File: src/sv/slr_pkg.sv
// ----------------------------------------------------------------------------
// slr_pkg
// Operation codes and the command record passed from the front end to the
// back end of the scrollback line ring.
// ----------------------------------------------------------------------------
package slr_pkg;

	localparam logic [2:0] OP_LINE   = 3'd0;
	localparam logic [2:0] OP_READ   = 3'd1;
	localparam logic [2:0] OP_UP     = 3'd2;
	localparam logic [2:0] OP_DOWN   = 3'd3;
	localparam logic [2:0] OP_BOTTOM = 3'd4;
	localparam logic [2:0] OP_CLEAR  = 3'd5;

	// Command fields sized for the largest ring and line the block supports
	typedef logic [6:0] slot_f_t;
	typedef logic [5:0] pos_f_t;
	typedef logic [5:0] len_f_t;

	typedef struct packed {
		logic [5:0] visible;
		logic [5:0] count;
		logic [4:0] offset;
	} status_t;

	typedef struct packed {
		logic       is_read;
		logic       wr_text;
		logic       wr_len;
		logic       wr_attr;
		slot_f_t    slot;
		pos_f_t     pos;
		len_f_t     len;
		logic [7:0] text_byte;
		logic [15:0] attr;
		status_t    st;
	} cmd_t;

endpackage

File: src/sv/slr_fifo.sv
// ----------------------------------------------------------------------------
// slr_fifo
// Short command queue between the front end and the back end.
// ----------------------------------------------------------------------------
module slr_fifo (
	input  logic          clk,
	input  logic          arst_n,
	input  logic          push,
	input  slr_pkg::cmd_t push_cmd,
	output logic          full,
	input  logic          pop,
	output slr_pkg::cmd_t pop_cmd,
	output logic          empty
);

	localparam int DEPTH = 4;
	localparam int PW    = $clog2(DEPTH);

	slr_pkg::cmd_t  mem_q [DEPTH];
	logic [PW-1:0]  wr_q, rd_q;
	logic [PW:0]    cnt_q;

	assign full    = (cnt_q == (PW+1)'(DEPTH));
	assign empty   = (cnt_q == '0);
	assign pop_cmd = mem_q[rd_q];

	always_ff @(posedge clk) begin
		if (push)
			mem_q[wr_q] <= push_cmd;
	end

	always_ff @(posedge clk or negedge arst_n) begin
		if (!arst_n) begin
			wr_q  <= '0;
			rd_q  <= '0;
			cnt_q <= '0;
		end else begin
			if (push)
				wr_q <= wr_q + 1'b1;
			if (pop)
				rd_q <= rd_q + 1'b1;
			if (push && !pop)
				cnt_q <= cnt_q + 1'b1;
			else if (pop && !push)
				cnt_q <= cnt_q - 1'b1;
		end
	end

endmodule

File: config.mk
export PLATFORM = sky130hd
export DESIGN_NAME = slr_fifo
export DESIGN_NICKNAME = d
export VERILOG_FILES = /design/src/sv/slr_pkg.sv /design/src/sv/slr_fifo.sv
export SDC_FILE = /design/constraint.sdc
export NUM_CORES = 1
export LEC_CHECK = 0
export BUFFER_PORTS_ARGS = -buffer_cell sky130_fd_sc_hd__buf_2
export CORE_MARGIN = 4
export CORE_UTILIZATION = 35
export DETAILED_ROUTE_END_ITERATION = 7
export SLEW_MARGIN = 15
export SYNTH_ARGS = -nofsm -noshare
export SYNTH_HDL_FRONTEND = slang
export SYNTH_SLANG_ARGS = --single-unit
File: constraint.sdc
create_clock -name clk -period 3.83 [get_ports clk]
set_input_delay 0.383 -clock clk [delete_from_list [all_inputs] [get_ports clk]]
set_output_delay 0.383 -clock clk [all_outputs]
set_load 0.01 [all_outputs]
Word level (Yosys, flattened, before mapping)
Memory sizes are Yosys's and may differ from the RTL's.
Index checks and enable logic that the tools add are counted.
Cells by class
  add/subtract/negate cells: 4
  equality and inequality tests: 1
  multiplexer cells: 4
  reduce and logical (&&, ||, !) cells: 6
Operator list (number)
  3-bit 2-to-1 mux: 2
  2-bit by 1-bit adder with 2-bit output (second input constant): 2
  3-bit by 1-bit adder with 3-bit output (second input constant): 1
  3-bit equality test (second input constant): 1
  3-bit logical NOT: 1
  3-bit by 1-bit subtractor with 3-bit output (second input constant): 1
  1-bit logical AND: 2
  1-bit logical NOT: 2
  1-bit 2-to-1 mux: 2
  2-bit nonzero test: 1
Word-level totals
  flip-flop bits (word level): 7
  RAM bits: 256
  output and inout port bits: 66
  logic and storage cells: 19
  memories: 1
Memory list
  mem_q: words 4, width 64, read ports 1, clocked after memory_dff 0, wr ports 1, line slr_fifo.sv:19  | slr_pkg::cmd_t mem_q [DEPTH];

Logic depth before layout (Yosys ltp)
  depth after elaboration: 4
  mapped depth: 7
  depth with buffers taken out: 7

Worst setup path after synthesis
No wires, ideal clock.
  kind: reg-to-reg
  start point: reg wr_q[0]
  end point: mem mem_q[2][0] (netlist bit), enable pin
  arrival time: 2.121 ns
  data required time: 3.401 ns
  slack: 1.281 ns
  stages on the path, launching flop included: 4
  buffers on the path: 0
  clock period less this slack: 2.549 ns
  cells stage by stage: dfrtp_1 > inv_1 > ha_1 > and2_1
RTL lines
  from (decl): line slr_fifo.sv:20  | logic [PW-1:0] wr_q, rd_q;
  from (signal assigned): line slr_fifo.sv:39  | wr_q <= wr_q + 1'b1;
  to (decl): line slr_fifo.sv:19
Straight into the memory's write port.

==> impl_metrics.ini <==
[run_status]
run_status = complete, no violations

[die]
effective_utilization_at_floorplan = 0.3561
die_area_um2 = 30220
top_level_ports = 134
die_height_um = 173.8
floorplan.die.width_um = 173.8
site_row_count = 60
core_region_area_um2 = 27030

[timing]
grt_setup_unrepaired = no
post_route_clock_skew_ns = 0.02060
finalWorstSetupSlack_ns = 0.9382
layout_min_cycle_time_ns = 2.892
timing.fmax_mhz = 345.8
timing_max_transition_violations_final = 0
setup-violations-final = 0
total_negative_setup_slack_ns = 0
period_share = 0.7550
maxSlewHeadroom = 0.3159
timing_worst_slew_pin_value_ns = 1.026
finalHoldWorstSlack_ns = 0.06215
hold_violation_total_from_the_final_report = 0

[place]
place.gp.congestion = 0.6575
detail_placement_hpwl_um = 9962
place_ws_ns = 1.393
detailed_place.area_um2 = 10660
dpl.cell_count = 830
io_buffer_count = 133

[power]
ir_worst_vdd_mv = 0.4609
power_per_cell_area_nw_per_um2 = 777.9
static-leakage-power_nw = 3.939
post-layout-total-power_mw = 9.002

[drt]
final_antenna_net_count = 0
initialDrtViolationCount = 272
wire_per_inst_um = 20.05
drc_errors = 0
drt_pre_antenna_iters = 4
drt-vias-per-instance = 4.795
dr_total_vias = 4215
route.final.wire_length_um = 17630

[global_routing]
antenna_violations_before_repair = 3
grt_util_all_layers = 0.1164
grt_remaining_overflow = 0
grt_pass1_wl_um = 27690
grt_pass1_vias = 4792
grt_start_max_net_pins = 66

[clock_tree]
cts.repair.resized = 0
postCtsSetupBuffers = 0
clockRootBuffer = sky130_fd_sc_hd__clkbuf_16
tritoncts_clock_tree = done
numClockSinks = 263
cts-buffers-inserted = 27
clock_insertion_delay_at_the_later_pin_of_the_skew_report_ns = 0.53
clk_pin_slew_worst_paths_ns = 0.06
hold_buffers = 1
clk_path_buf_depth = 3
htree_levels = 1

[worst_setup_path]
slowest_stage = sky130_fd_sc_hd__dfrtp_4
worst-endpoint-required_ns = 3.45
timing_worst_setup_path_type = flip-flop to primary output
critical_path_buf_inv_count = 2
critPathTopFamily = flip-flops
crit_path_cell_trace = buf_4, mux4_2, buf_2
timing.reg2reg.worst_path_depth = 3
worst-path-max-fanout = 30
timing.critical_path.depth = 3
type_of_element_capturing_the_critical_path = primary output
crit_path_max_incr_delay_ns = 0.84
timing.critical_path.from_type = flip-flop
crit_arrival_ns = 2.51

[synth]
netlist_instances = 368
syn_area_per_cell_um2 = 26.15
yosysUniqueCellTypes = 19
synth_seq_cells = 263
share_of_synthesized_area_occupied_by_flip_flops_and_latches = 0.8170
synth_edf_count = 256
yosys_most_used_dff = sky130_fd_sc_hd__edfxtp_1
syn-num-nets = 442
ys.warnings.count = 0
synthesis.area_um2 = 9624
async_sr_flop_fraction = 0.02662

[hold_path]
holdPathStages = 1
worstHoldPathType = input port to flip-flop

[finish]
design.final.nets = 593
final_layout_size_suffix_gt1_frac = 0.4554
antenna-diode-count = 0
final_area_um2 = 11570
finalCoreUtilization = 0.4282
final_cell_count_no_fill = 879
synthToLayoutAreaGrowth_pct = 20.24

[job]
maxCapViolCount = 0
-- path summary, 6_finish.rpt --
kind	start	endpoint	slack (ns)
setup / recovery	rd_q[0]	pop_cmd[5]	0.94
hold / removal	push_cmd[61]	mem_q[2][61]	0.06
setup reg to reg	wr_q[0]	mem_q[0][18]	1.90
hold reg to reg	cnt_q[2]	cnt_q[2]	0.49
max in group asynchronous	arst_n	rd_q[1]	3.45
min in group asynchronous	arst_n	rd_q[0]	0.21
-- synthesized netlist by cell type, types with 2 or more instances --
cell	n	area, µm²
sky130_fd_sc_hd__xnor2_1	2	17.52
sky130_fd_sc_hd__dfrtp_1	7	175.2
sky130_fd_sc_hd__nand2_1	2	7.510
sky130_fd_sc_hd__buf_4	2	15.01
sky130_fd_sc_hd__and2_1	4	25.02
sky130_fd_sc_hd__xor2_1	4	35.03
sky130_fd_sc_hd__ha_1	5	62.56
sky130_fd_sc_hd__buf_2	6	30.03
sky130_fd_sc_hd__inv_1	4	15.01
sky130_fd_sc_hd__edfxtp_1	256	7687
sky130_fd_sc_hd__buf_6	5	56.30
sky130_fd_sc_hd__mux4_2	64	1441
-- registers in the layout, indices dropped and copies added (netlist names) --
name,cells
wr_q,2
cnt_q,3
rd_q,2
mem_q,256
-- placed cells by master, fill, tap and decap left out, drive strengths merged --
master | synthesis | routed
xnor2 | 2 | 2
buf | 13 | 135
and2 | 4 | 4
bufinv | 0 | 4
nor2 | 1 | 1
clkinvlp | 0 | 1
o21ai | 1 | 1
dfrtp | 7 | 7
edfxtp | 256 | 256
dlygate4sd3 | 0 | 1
fa | 1 | 1
nand2 | 2 | 2
ha | 5 | 5
nor3b | 1 | 1
nor3 | 1 | 1
xor2 | 4 | 4
clkinv | 0 | 5
mux2 | 1 | 1
mux4 | 64 | 64
clkbuf | 1 | 37
inv | 4 | 5
-- final cells by class --
type | instances | area (µm²)
clock inverters | 11 | 162.7
clock buffers | 37 | 743.2
multi-input cells | 87 | 1652
repair buffers | 136 | 703.2
fillers | 2360 | 15450
flip-flops and latches | 263 | 7870
inverters | 4 | 15.01
well taps | 341 | 426.7
-- where the power goes --
part           switching [mW]  total (mW)  internal [mW]
combinational            1.10        2.21           1.11
clock                    1.02        2.64           1.62
sequential              0.375        4.15           3.78
-- cell families (layout without fill, tap and decap cells) --
kind of cell / after synthesis / after routing / share of synthesized area
flops: 263 / 263 / 0.8170
mux: 65 / 65 / 0.1509
buf+inv: 18 / 188 / 0.01248
simple gates: 9 / 9 / 0.005069
fa+ha+maj: 6 / 6 / 0.008580
xor+xnor: 6 / 6 / 0.005460
compound gates: 1 / 1 / 0.0005195
-- metal layers --
metal | track usage | vias to the layer above | share of wire
li1 | - | 1875 | -
met1 | 0.1480 | 2187 | 0.42
met2 | 0.1945 | 110 | 0.49
met3 | 0.03751 | 37 | 0.064
met4 | 0.03068 | 6 | 0.025
met5 | 0 | - | 0.0024
(Power assumes the default switching activity.)
