### src/sv/slr_pkg.sv
// ----------------------------------------------------------------------------
// slr_pkg
// Operation codes and the command record passed from the front end to the
// back end of the scrollback line ring.
// ----------------------------------------------------------------------------
package slr_pkg;

	localparam logic [2:0] OP_LINE   = 3'd0;
	localparam logic [2:0] OP_READ   = 3'd1;
	localparam logic [2:0] OP_UP     = 3'd2;
	localparam logic [2:0] OP_DOWN   = 3'd3;
	localparam logic [2:0] OP_BOTTOM = 3'd4;
	localparam logic [2:0] OP_CLEAR  = 3'd5;

	// Command fields sized for the largest ring and line the block supports
	typedef logic [6:0] slot_f_t;
	typedef logic [5:0] pos_f_t;
	typedef logic [5:0] len_f_t;

	typedef struct packed {
		logic [5:0] visible;
		logic [5:0] count;
		logic [4:0] offset;
	} status_t;

	typedef struct packed {
		logic       is_read;
		logic       wr_text;
		logic       wr_len;
		logic       wr_attr;
		slot_f_t    slot;
		pos_f_t     pos;
		len_f_t     len;
		logic [7:0] text_byte;
		logic [15:0] attr;
		status_t    st;
	} cmd_t;

endpackage

### src/sv/slr_front.sv
// ----------------------------------------------------------------------------
// slr_front
// Accepts items, keeps the ring pointers and the open-line fill state, and
// turns each item into one command for the back end.
// ----------------------------------------------------------------------------
module slr_front #(
	parameter int LINES      = 32,
	parameter int SLOT_BYTES = 64
) (
	input  logic             clk,
	input  logic             arst_n,
	input  logic             cfg_valid,
	output logic             cfg_ready,
	input  logic [7:0]       cfg_data,
	input  logic             in_valid,
	output logic             in_ready,
	input  logic [2:0]       operation,
	input  logic [7:0]       text_byte,
	input  logic             byte_present,
	input  logic             line_end,
	input  logic [15:0]      line_attr_in,
	input  logic [7:0]       row,
	input  logic             q_full,
	output logic             q_push,
	output slr_pkg::cmd_t    q_cmd
);

	localparam int SW  = $clog2(LINES);
	localparam int SLW = $clog2(LINES + 1);
	localparam int FPW = $clog2(SLOT_BYTES + 1);
	localparam int LW  = $clog2(SLOT_BYTES);
	localparam logic [FPW-1:0] CAP = FPW'(SLOT_BYTES - 1);

	logic [SW-1:0]  oldest_q, oldest_d;
	logic [SLW-1:0] stored_q, stored_d;
	logic [SW-1:0]  vb_q, vb_d;
	logic [SW-1:0]  fill_slot_q, fill_slot_d;
	logic [FPW-1:0] fp_q, fp_d, fp_cur;
	logic [LW-1:0]  cs_q, cs_d;
	logic           open_q, open_d;
	logic [7:0]     vr_q;

	logic              claim;
	logic [SLW:0]      sum_w;
	logic [SW-1:0]     append_slot;
	logic [7:0]        stored8, vb8, vis, vis_d;
	logic signed [9:0] logical;
	logic              row_ok;
	logic [8:0]        slot_sum;
	logic [SW-1:0]     read_slot;
	logic              accept;
	slr_pkg::cmd_t     cmd;

	assign cfg_ready = 1'b1;
	assign in_ready  = !q_full;
	assign accept    = in_valid && in_ready;
	assign q_push    = accept;
	assign q_cmd     = cmd;

	always_comb begin
		oldest_d    = oldest_q;
		stored_d    = stored_q;
		vb_d        = vb_q;
		fill_slot_d = fill_slot_q;
		fp_d        = fp_q;
		cs_d        = cs_q;
		open_d      = open_q;
		claim       = 1'b0;
		fp_cur      = fp_q;
		cmd         = '0;

		// slot that a new line takes while the ring still has room
		sum_w       = (SLW+1)'(oldest_q) + (SLW+1)'(stored_q);
		append_slot = (sum_w >= (SLW+1)'(LINES)) ? SW'(sum_w - (SLW+1)'(LINES)) : SW'(sum_w);

		// map a viewport row to a slot
		stored8  = 8'(stored_q);
		vb8      = 8'(vb_q);
		vis      = (stored8 < vr_q) ? stored8 : vr_q;
		logical  = $signed({2'b00, stored8}) - $signed({2'b00, vb8})
			- $signed({2'b00, vis}) + $signed({2'b00, row});
		row_ok   = (stored_q != '0) && (row < vis) && !logical[9]
			&& (logical < $signed({2'b00, stored8}));
		slot_sum = {1'b0, 8'(oldest_q)} + {1'b0, logical[7:0]};
		read_slot = (slot_sum >= 9'(LINES)) ? SW'(slot_sum - 9'(LINES)) : SW'(slot_sum);

		unique case (operation)
			slr_pkg::OP_LINE: begin
				if (!open_q) begin
					claim = 1'b1;
					if (stored_q < SLW'(LINES)) begin
						fill_slot_d = append_slot;
						stored_d    = stored_q + 1'b1;
					end else begin
						fill_slot_d = oldest_q;
						oldest_d    = (oldest_q == SW'(LINES - 1)) ? '0 : oldest_q + 1'b1;
					end
					fp_cur = '0;
					cs_d   = '0;
				end
				fp_d         = fp_cur;
				cmd.wr_len   = claim;
				cmd.wr_attr  = claim || line_end;
				if (byte_present && fp_cur <= CAP) begin
					cmd.wr_len = 1'b1;
					// a continuation byte stays with the character before it
					if (text_byte[7:6] != 2'b10)
						cs_d = LW'(fp_cur);
					if (fp_cur < CAP) begin
						cmd.wr_text = 1'b1;
						cmd.pos     = slr_pkg::pos_f_t'(fp_cur);
						fp_d        = fp_cur + 1'b1;
						cmd.len     = slr_pkg::len_f_t'(fp_cur + 1'b1);
					end else begin
						// overflow: roll back to the start of the cut character
						fp_d    = FPW'(SLOT_BYTES);
						cmd.len = slr_pkg::len_f_t'(cs_d);
					end
				end
				open_d   = !line_end;
				cmd.slot = slr_pkg::slot_f_t'(fill_slot_d);
			end
			slr_pkg::OP_READ: begin
				if (row_ok) begin
					cmd.is_read = 1'b1;
					cmd.slot    = slr_pkg::slot_f_t'(read_slot);
				end
			end
			slr_pkg::OP_UP: begin
				if ((SLW+1)'(vb_q) + 1'b1 < (SLW+1)'(stored_q))
					vb_d = vb_q + 1'b1;
			end
			slr_pkg::OP_DOWN: begin
				if (vb_q != '0)
					vb_d = vb_q - 1'b1;
			end
			slr_pkg::OP_BOTTOM: begin
				vb_d = '0;
			end
			slr_pkg::OP_CLEAR: begin
				oldest_d = '0;
				stored_d = '0;
				vb_d     = '0;
				open_d   = 1'b0;
			end
			default: begin
			end
		endcase

		cmd.text_byte  = text_byte;
		cmd.attr       = line_attr_in;
		vis_d          = (8'(stored_d) < vr_q) ? 8'(stored_d) : vr_q;
		cmd.st.visible = 6'(vis_d);
		cmd.st.count   = 6'(stored_d);
		cmd.st.offset  = 5'(vb_d);
	end

	always_ff @(posedge clk or negedge arst_n) begin
		if (!arst_n) begin
			oldest_q    <= '0;
			stored_q    <= '0;
			vb_q        <= '0;
			fill_slot_q <= '0;
			fp_q        <= '0;
			cs_q        <= '0;
			open_q      <= 1'b0;
			vr_q        <= 8'd24;
		end else begin
			if (cfg_valid && cfg_ready)
				vr_q <= cfg_data;
			if (accept) begin
				oldest_q    <= oldest_d;
				stored_q    <= stored_d;
				vb_q        <= vb_d;
				fill_slot_q <= fill_slot_d;
				fp_q        <= fp_d;
				cs_q        <= cs_d;
				open_q      <= open_d;
			end
		end
	end

	a_view_in_range: assert property (@(posedge clk) disable iff (!arst_n)
		(vb_q == '0) || (SLW'(vb_q) < stored_q))
		else $error("view offset points past the stored lines");

	a_open_has_line: assert property (@(posedge clk) disable iff (!arst_n)
		open_q |-> (stored_q != '0))
		else $error("open line without a stored line");

	a_fill_bounded: assert property (@(posedge clk) disable iff (!arst_n)
		fp_q <= FPW'(SLOT_BYTES))
		else $error("fill position past the line size");

endmodule

### config.mk
export PLATFORM = sky130hd
export DESIGN_NAME = slr_front
export DESIGN_NICKNAME = d
export VERILOG_FILES = /design/src/sv/slr_pkg.sv /design/src/sv/slr_front.sv
export SDC_FILE = /design/constraint.sdc
export NUM_CORES = 1
export LEC_CHECK = 0
export BUFFER_PORTS_ARGS = -buffer_cell sky130_fd_sc_hd__buf_2
export CAP_MARGIN = 0
export CORE_UTILIZATION = 50
export DETAILED_ROUTE_END_ITERATION = 10
export GPL_ROUTABILITY_DRIVEN = 0
export PLACE_DENSITY = 0.82
export SETUP_SLACK_MARGIN = 0.15
export SLEW_MARGIN = 25
export SYNTH_ARGS = -nofsm -noshare
export SYNTH_HDL_FRONTEND = slang
export SYNTH_SLANG_ARGS = --single-unit
### constraint.sdc
create_clock -name clk -period 5 [get_ports clk]
set_input_delay 0.25 -clock clk [delete_from_list [all_inputs] [get_ports clk]]
set_output_delay 0.25 -clock clk [all_outputs]
set_load 0.01 [all_outputs]
Yosys cells after proc, flatten, opt, wreduce, memory -nomap -nowiden --
Cells that the tools add are included.
Operators by class: add/sub/neg operators 13, multiply operators 0, divide/modulo/power cells 0, order comparisons 10, eq/ne operators 9, shift operators 0, multiplexer cells 37, bitwise operators 0, reductions and logical operators 17
Operators with widths (count):
- $mux W5 | 10
- $mux W6 | 8
- $mux W7 | 4
- $mux W12 | 2
- $lt A6 B8 Y1 | 2
- $pmux W5 S3 | 1
- $sub A5 B1 Y5 const B | 3
- $pmux W7 S2 | 1
- $pmux W6 S2 | 1
- $add A10 B9 Y10 | 1
- $add A5 B1 Y5 const B | 2
- $lt A10 B7 Y1 | 1
- $pmux W5 S2 | 1
- $sub A7 B9 Y10 | 1
- $add A5 B8 Y9 | 1
- $ge A9 B6 Y1 const B | 1
- $lt A8 B8 Y1 | 1
- $mux W8 | 1
- $add A5 B6 Y7 | 1
- $add A7 B1 Y7 const B | 1
- $ge A7 B6 Y1 const B | 1
- $le A7 B6 Y1 const B | 1
- $lt A7 B6 Y1 const B | 1
- $sub A6 B5 Y7 | 1
- other kinds (23) | 38
Storage, ports and cells: bits in registers 43, latch bits 0, bits in writable memories 0, memory bits (read-only) 0, input port bits 50, word-level logic and storage cells 94, memories 0

Longest topological paths before layout --
Gate-level depths: netlist of the first run.
depth in word-level cells 9, depth in mapped cells 23, mapped depth without buffers 22

Least setup slack after synthesis of the first run --
Ideal clock, no wire load.
path type register -> output, start register stored_q[2], end output port q_cmd[56] (netlist name), data arrival time 4.682 ns, setup slack 0.068 ns, stages on the path, launching flop included 22, cells stage by stage dfrtp_1 ha_1 a211oi_1 o21ai_0 a21oi_1 clkbuf_1 nor2_1 a21oi_1 fa_1 ha_1 a211oi_1 nor2_1 o21a_1 nor2_1 xnor2_1 ha_1 nor4_1 o211ai_1 a21oi_1 and4_1 nand2_1 o31ai_1
RTL lines:
- start, declared | line slr_front.sv:35 | logic [SLW-1:0] stored_q, stored_d;
- start signal, assigned | line slr_front.sv:173 | stored_q <= stored_d;
- end, declared | line slr_front.sv:25 | output slr_pkg::cmd_t q_cmd

==> flow_summary_export.csv, run 1 <==
group,metric,value,unit
clock_network,cts_buffers,5,
pwr,swShare,48.6,%
flow_run,drv_cap,0,
finish,n_fill_cell,792,
setup_path,cp_max_fo,4,
synth,synth_cell_types,69,
finish,final_cell_mix,"buf_2 (68), nand2_1 (57), inv_1 (53), o21ai_0 (52), ha_1 (49)",
sta,worst_pin_slew,0.728,ns
setup_path,required,4.75,ns
synth,ys.flop_type,"dfrtp_1",
grt,busiest_layer,"met2",
routing,wl_per_cell,19.3,µm
setup_path,critPathKind,"reg -> out",
finish,area_growth,19.2,%
finish,nets,827,
routing,dr.pass1.iters,5,
pwr,p_switching,1.86,mW
synth,yosys_warnings,0,
finish,final_common_cell,"buf_2",
finish,drive_above_1_share,26.7,%
routing,drtIter0Drc,680,
synth,ys_seq_area_share,21.4,%
grt,grt_usage,30.5,%
grt,grt_pass1_vias,5179,
setup_path,end_kind,"output pin",
status,status,"finished with violations",
synth,synth-seq-cells,43,
hold_path,worstHoldPathType,"in -> reg",
sta,setup-violations-final,6,
synth,avgSynthCellArea,7.96,µm²
grt,grt_max_degree,44,
sta,clock.fmax,186,MHz
synth,synth_top_area_share,20.3,%
floorplan,top_level_ports,117,
placed_design,port_buffers,69,
synth,syn_inst,634,
routing,wirelength,16200,µm
pwr,power_density,635,nW/µm²
clock_network,cts.sinks,43,
grt,use_met3,5.40,%
clock_network,ctsHtreeMaxLevel,2,
synth,synth_top_cell_by_area,"dfrtp_1",
routing,viasPerCell,6.35,
routing,vias,5349,
finish,antenna_cells,0,
sta,finalWorstSetupSlack,-0.382,ns
pwr,seq_power_share,12.1,%
sta,rsz0062_at_grt,"yes",
finish,finalNonFillerCells,842,
setup_path,cp_data_arrival_time,5.13,ns
finish,fin_area,6020,µm²
grt,grt_antenna_before_repair,0,
status,violations,"negative setup slack",
clock_network,cts_root_buf,"clkbuf_8",
clock_network,cts_tree,"done",
routing,drc,0,
synth,async_flop_share,100,%
pwr,p_leak,2.82,nW
floorplan,placementRows,36,
routing,antenna_left,0,
setup_path,cp-start-kind,"register",
sta,tns,-2.17,ns
placed_design,dp_cells,813,
pwr,p_clk_share,7.8,%
sta,finClkSkew,0.0120,ns
sta,fin_crit,5.38,ns
placed_design,post_dp_cell_area,5470,µm²
grt,grt-ovfl-total,0,
sta,final_max_slew_viol_count,0,
floorplan,initial_core_util,51.7,%
floorplan,die_w,102,µm
synth,synth_top_cells_by_area,"dfrtp_1 (20%), ha_1 (14%), o21ai_0 (5.5%), fa_1 (4.4%), inv_1 (4.3%)",
grt,grt_pass1_wl,24800,µm
floorplan,die_h,102,µm
synth,synth_edf_count,0,
grt,use_met2,51.0,%
pwr,comb_power_share,80.1,%
sta,hold_viol_final,0,
synth,syn_area,5050,µm²
clock_network,path_clk_slew,0.09,ns
floorplan,fp.dieArea,10500,µm²
clock_network,clockBufferDepth,2,
clock_network,insertion_delay,0.32,ns
sta,max-slew-margin-rel,50.2,%
floorplan,core,9770,µm²
pwr,internal_power,1.97,mW
pwr,ir_worst_vdd,0.578,mV
grt,met1_usage,36.9,%
placed_design,place_hpwl,10800,µm
sta,finalCritPeriodShare,108,%
## synth_stat cells (7+ instances only)
| cell type | n |
|---|---|
| o21ai_0 | 55 |
| xnor2_1 | 16 |
| nor2_1 | 41 |
| fa_1 | 11 |
| mux2_2 | 10 |
| nor2b_1 | 8 |
| nor3_1 | 13 |
| a21o_1 | 18 |
| nand3_1 | 13 |
| clkbuf_1 | 18 |
| nand4_1 | 7 |
| nand2_1 | 58 |
| and2_1 | 7 |
| a21oi_1 | 40 |
| a211oi_1 | 7 |
| o211ai_1 | 10 |
| dfrtp_1 | 41 |
| nand2b_1 | 8 |
| inv_1 | 58 |
| ha_1 | 58 |
| buf_4 | 28 |
## per-stage QoR
step                setup slack [ns]  hold slack [ns]  util, %  power (mW)
finish                        -0.382            0.149     61.6        3.82
global route                  -0.574            0.161     61.6        4.03
CTS                           -0.128            0.148     60.5        3.39
detailed placement            -0.219            0.297     56.0        2.64
global placement              0.0773            0.459     55.9        2.50
floorplan                      0.198          -0.0456        -        2.00
## registers in the layout, indices dropped and copies added (netlist names)
| register | flops |
|---|---|
| fill_slot_q | 5 |
| vr_q | 8 |
| cs_q | 6 |
| stored_q | 6 |
| fp_q | 7 |
| oldest_q | 5 |
| vb_q | 5 |
| open_q | 1 |
## final cells by class
class / count / area (µm²) / area share [%]
multi-input combinational: 486 / 3750 / 62.2
sequential: 43 / 1080 / 17.9
timing repair buffer: 112 / 684 / 11.4
inverter: 60 / 225 / 3.74
tap: 133 / 166 / 2.77
clock buffer: 6 / 82.6 / 1.37
clock inverter: 2 / 35.0 / 0.582
## critical path, stage by stage, from the launching register on
cell      delay, ns
dfstp_2        0.55
inv_2          0.05
ha_4           0.20
o2111a_2       0.29
a21oi_2        0.21
buf_4          0.17
buf_6          0.10
nor2_2         0.03
a21o_1         0.18
fa_1           0.53
inv_2          0.06
ha_4           0.18
a211oi_4       0.28
nor2_2         0.10
buf_4          0.15
buf_4          0.13
nor2_1         0.27
ha_1           0.34
nand3_4        0.08
o32a_1         0.16
and4_4         0.28
nand2_4        0.08
o32ai_2        0.21
buf_2          0.18
## worst paths after layout
| kind | to | start | slack [ns] | depth (start not counted) |
|---|---|---|---|---|
| worst min-delay path | vr_q[5] | cfg_data[5] | 0.15 | 3 |
| min in group asynchronous | vr_q[5] | arst_n | 0.48 | 2 |
| worst max-delay path | q_cmd[54] | vr_q[3] | -0.38 | 23 |
| max in group asynchronous | fp_q[2] | arst_n | 4.12 | 2 |
| worst max register to register | vb_q[1] | vb_q[0] | 2.06 | 11 |
| worst min register to register | cs_q[4] | cs_q[4] | 0.49 | 2 |
## kinds of logic (layout without fill, tap and decap cells)
kind of cell             Yosys count  after routing  share of synthesized area, %
XOR/XNOR                          21             21                          3.64
flip-flops                        43             43                          21.4
AO/OA/AOI/OAI                    190            190                          24.7
AND/OR/NAND/NOR                  183            183                          17.7
buffers and inverters            110            180                          10.4
other                              2              7                         0.149
adder cells (fa/ha/maj)           69             69                          18.7
multiplexers                      16             16                          3.42
## routing by layer
| layer | share of wire [%] | routed length, µm | vias to the layer above |
|---|---|---|---|
| met5 | 0 | 0 | - |
| met4 | 6.1 | 989 | 0 |
| met3 | 8.8 | 1430 | 105 |
| met2 | 47 | 7690 | 371 |
| met1 | 38 | 6140 | 2501 |
| li1 | - | - | 2372 |
## power groups by stage
stage          Clock [mW]  Sequential [mW]  Combinational, mW
2_1_floorplan           0            0.454               1.54
3_3_place_gp            0            0.458               2.04
3_5_place_dp            0            0.462               2.17
4_1_cts             0.296            0.458               2.64
5_1_grt             0.311            0.469               3.25
6_report            0.299            0.463               3.06
## what timing repair did
| action | 4_1_cts | 5_1_grt |
|---|---|---|
| endpoints found under the hold margin | 41 | 0 |
| setup endpoints to repair | 6 | 6 |
| pin swaps | 30 | 20 |
| buffers inserted | 19 | 1 |
| resized for setup | 42 | 17 |
| hold buffers | 1 | 0 |
Note: power is estimated with default switching activity, not from simulation.
==> run 2, diff against run 1 <==
--- a/config.mk
+++ b/config.mk
@@ -7,10 +7,12 @@
 export LEC_CHECK = 0
 export BUFFER_PORTS_ARGS = -buffer_cell sky130_fd_sc_hd__buf_2
 export CAP_MARGIN = 0
-export CORE_UTILIZATION = 50
+export CELL_PAD_IN_SITES_DETAIL_PLACEMENT = 2
+export CELL_PAD_IN_SITES_GLOBAL_PLACEMENT = 2
+export CORE_UTILIZATION = 29
 export DETAILED_ROUTE_END_ITERATION = 10
 export GPL_ROUTABILITY_DRIVEN = 0
-export PLACE_DENSITY = 0.82
+export PLACE_DENSITY = 0.83
 export SETUP_SLACK_MARGIN = 0.15
 export SLEW_MARGIN = 25
 export SYNTH_ARGS = -nofsm -noshare
==> flow_summary_export.csv, run 2 (same netlist as run 1, synthesis figures left out) <==
group,metric,value,unit
status,status,"finished with violations",
status,violations,"negative hold slack, negative setup slack",
sta,finClkSkew,0.00367,ns
hold_path,worstHoldPathType,"in -> async",
routing,wl_per_cell,23.3,µm
sta,finalWorstSetupSlack,-0.351,ns
floorplan,initial_core_util,30.0,%
sta,finalCritPeriodShare,107,%
finish,multiInputGateArea,3730,µm²
grt,grt_usage,24.3,%
flow_run,drv_cap,0,
finish,reg_top3,"vr_q (8), fp_q (7)",
finish,area_growth,22.1,%
routing,antenna_left,0,
finish,final_common_cell,"buf_2",
pwr,ir_worst_vdd,0.271,mV
floorplan,fp.dieArea,17900,µm²
routing,dr.pass1.iters,4,
placed_design,dp_cells,906,
grt,grt_antenna_before_repair,0,
sta,rsz0062_at_grt,"yes",
sta,hold_viol_final,41,
setup_path,cp_max_fo,6,
finish,largest_register_ffs,8,
finish,n_fill_cell,1944,
sta,max-slew-margin-rel,36.7,%
finish,regMostFlops,"vr_q",
placed_design,place_hpwl,14800,µm
setup_path,required,4.75,ns
finish,finalNonFillerCells,932,
routing,met2_length,11400,µm
finish,antenna_cells,0,
clock_network,insertion_delay,0.31,ns
routing,wirelength,21700,µm
setup_path,cp_data_arrival_time,5.10,ns
pwr,p_leak,2.84,nW
clock_network,clockBufferDepth,2,
clock_network,cts.sinks,43,
clock_network,cts_root_buf,"clkbuf_16",
sta,worst_pin_slew,0.936,ns
sta,tns,-1.72,ns
clock_network,ctsHoldBuffers,0,
routing,viasPerCell,5.74,
floorplan,top_level_ports,117,
routing,vias,5348,
grt,grt_pass1_wl,33700,µm
setup_path,end_kind,"output pin",
routing,drtIter0Drc,314,
setup_path,cp-start-kind,"register",
finish,drive_above_1_share,27.1,%
placed_design,port_buffers,69,
finish,final_cell_mix,"buf_2 (68), nand2_1 (57), inv_1 (53), o21ai_0 (52), ha_1 (49)",
sta,fin_crit,5.35,ns
floorplan,die_w,134,µm
clock_network,path_clk_slew,0.07,ns
routing,top_layer,"met4",
routing,wl_met3,695,µm
floorplan,placementRows,47,
grt,grt_pass1_vias,6007,
floorplan,core,16800,µm²
sta,setup-violations-final,6,
clock_network,cts_tree,"done",
setup_path,critPathKind,"reg -> out",
routing,drc,0,
finish,nets,830,
sta,clock.fmax,187,MHz
clock_network,ctsHtreeMaxLevel,2,
grt,grt_max_degree,44,
routing,met1_length,9040,µm
sta,final_max_slew_viol_count,0,
pwr,power_density,668,nW/µm²
floorplan,die_h,134,µm
grt,grt-ovfl-total,0,
clock_network,cts_buffers,5,
finish,regArea,1080,µm²
sta,fin_hold_ws,-0.0293,ns
==> run 2: report_power, final <==
part           switching (mW)  internal (mW)
clock network           0.179          0.188
logic                    1.81           1.48
registers              0.0602          0.403
total                    2.05           2.07
==> run 2: stage by stage <==
stage	setup slack, ns	instance area [µm²]	util, %	total power [mW]
global placement	0.0328	5620	33.4	2.63
finish	-0.351	6170	36.7	4.12
floorplan	0.198	5090	-	2.00
detailed placement	-0.494	5620	33.4	2.88
CTS	-0.276	6050	36.0	3.66
global route	-0.536	6170	36.7	4.33
==> run 2: final cells by class <==
type | instances | share of cell area [%]
repair buffers | 115 | 11.4
multi-input cells | 486 | 60.5
inverters | 60 | 3.69
flip-flops and latches | 43 | 17.5
clock inverters | 3 | 0.386
clock buffers | 5 | 2.03
well taps | 220 | 4.46
==> run 2: layer usage <==
layer	up-vias	track usage [%]
met5	-	0
met4	0	9.91
met3	49	3.02
met2	124	43.7
met1	2787	28.9
li1	2388	-
==> run 2: worst max-delay path: stages (launching register included) <==
cell	delay (ns)
dfrtp_1	0.48
inv_1	0.17
ha_1	0.19
inv_1	0.08
fa_1	0.42
xnor2_1	0.35
fa_1	0.52
inv_2	0.09
ha_4	0.20
buf_4	0.15
nor2b_2	0.16
buf_4	0.13
buf_4	0.12
buf_4	0.12
buf_4	0.12
o211ai_1	0.42
a21oi_1	0.16
nand3b_1	0.13
nand3_2	0.26
o32ai_4	0.34
buf_2	0.17
==> run 2: timing repair <==
action / 4_1_cts / 5_1_grt
cloned: 0 / 0
buffers inserted: 12 / 6
gates resized for setup: 39 / 18
endpoints found under the setup margin: 6 / 6
pin swaps: 21 / 22
==> run 2: final timing paths <==
check | start | endpoint | slack [ns] | cells past startpoint
worst min register to register | cs_q[4] | cs_q[4] | 0.50 | 2
worst min-delay path | arst_n | stored_q[2] | -0.03 | 1
worst max-delay path | stored_q[0] | q_cmd[55] | -0.35 | 20
max in group asynchronous | arst_n | vb_q[3] | 4.60 | 1
worst max register to register | vb_q[0] | vb_q[2] | 1.96 | 11
min in group clk | cfg_data[1] | vr_q[1] | 0.16 | 3
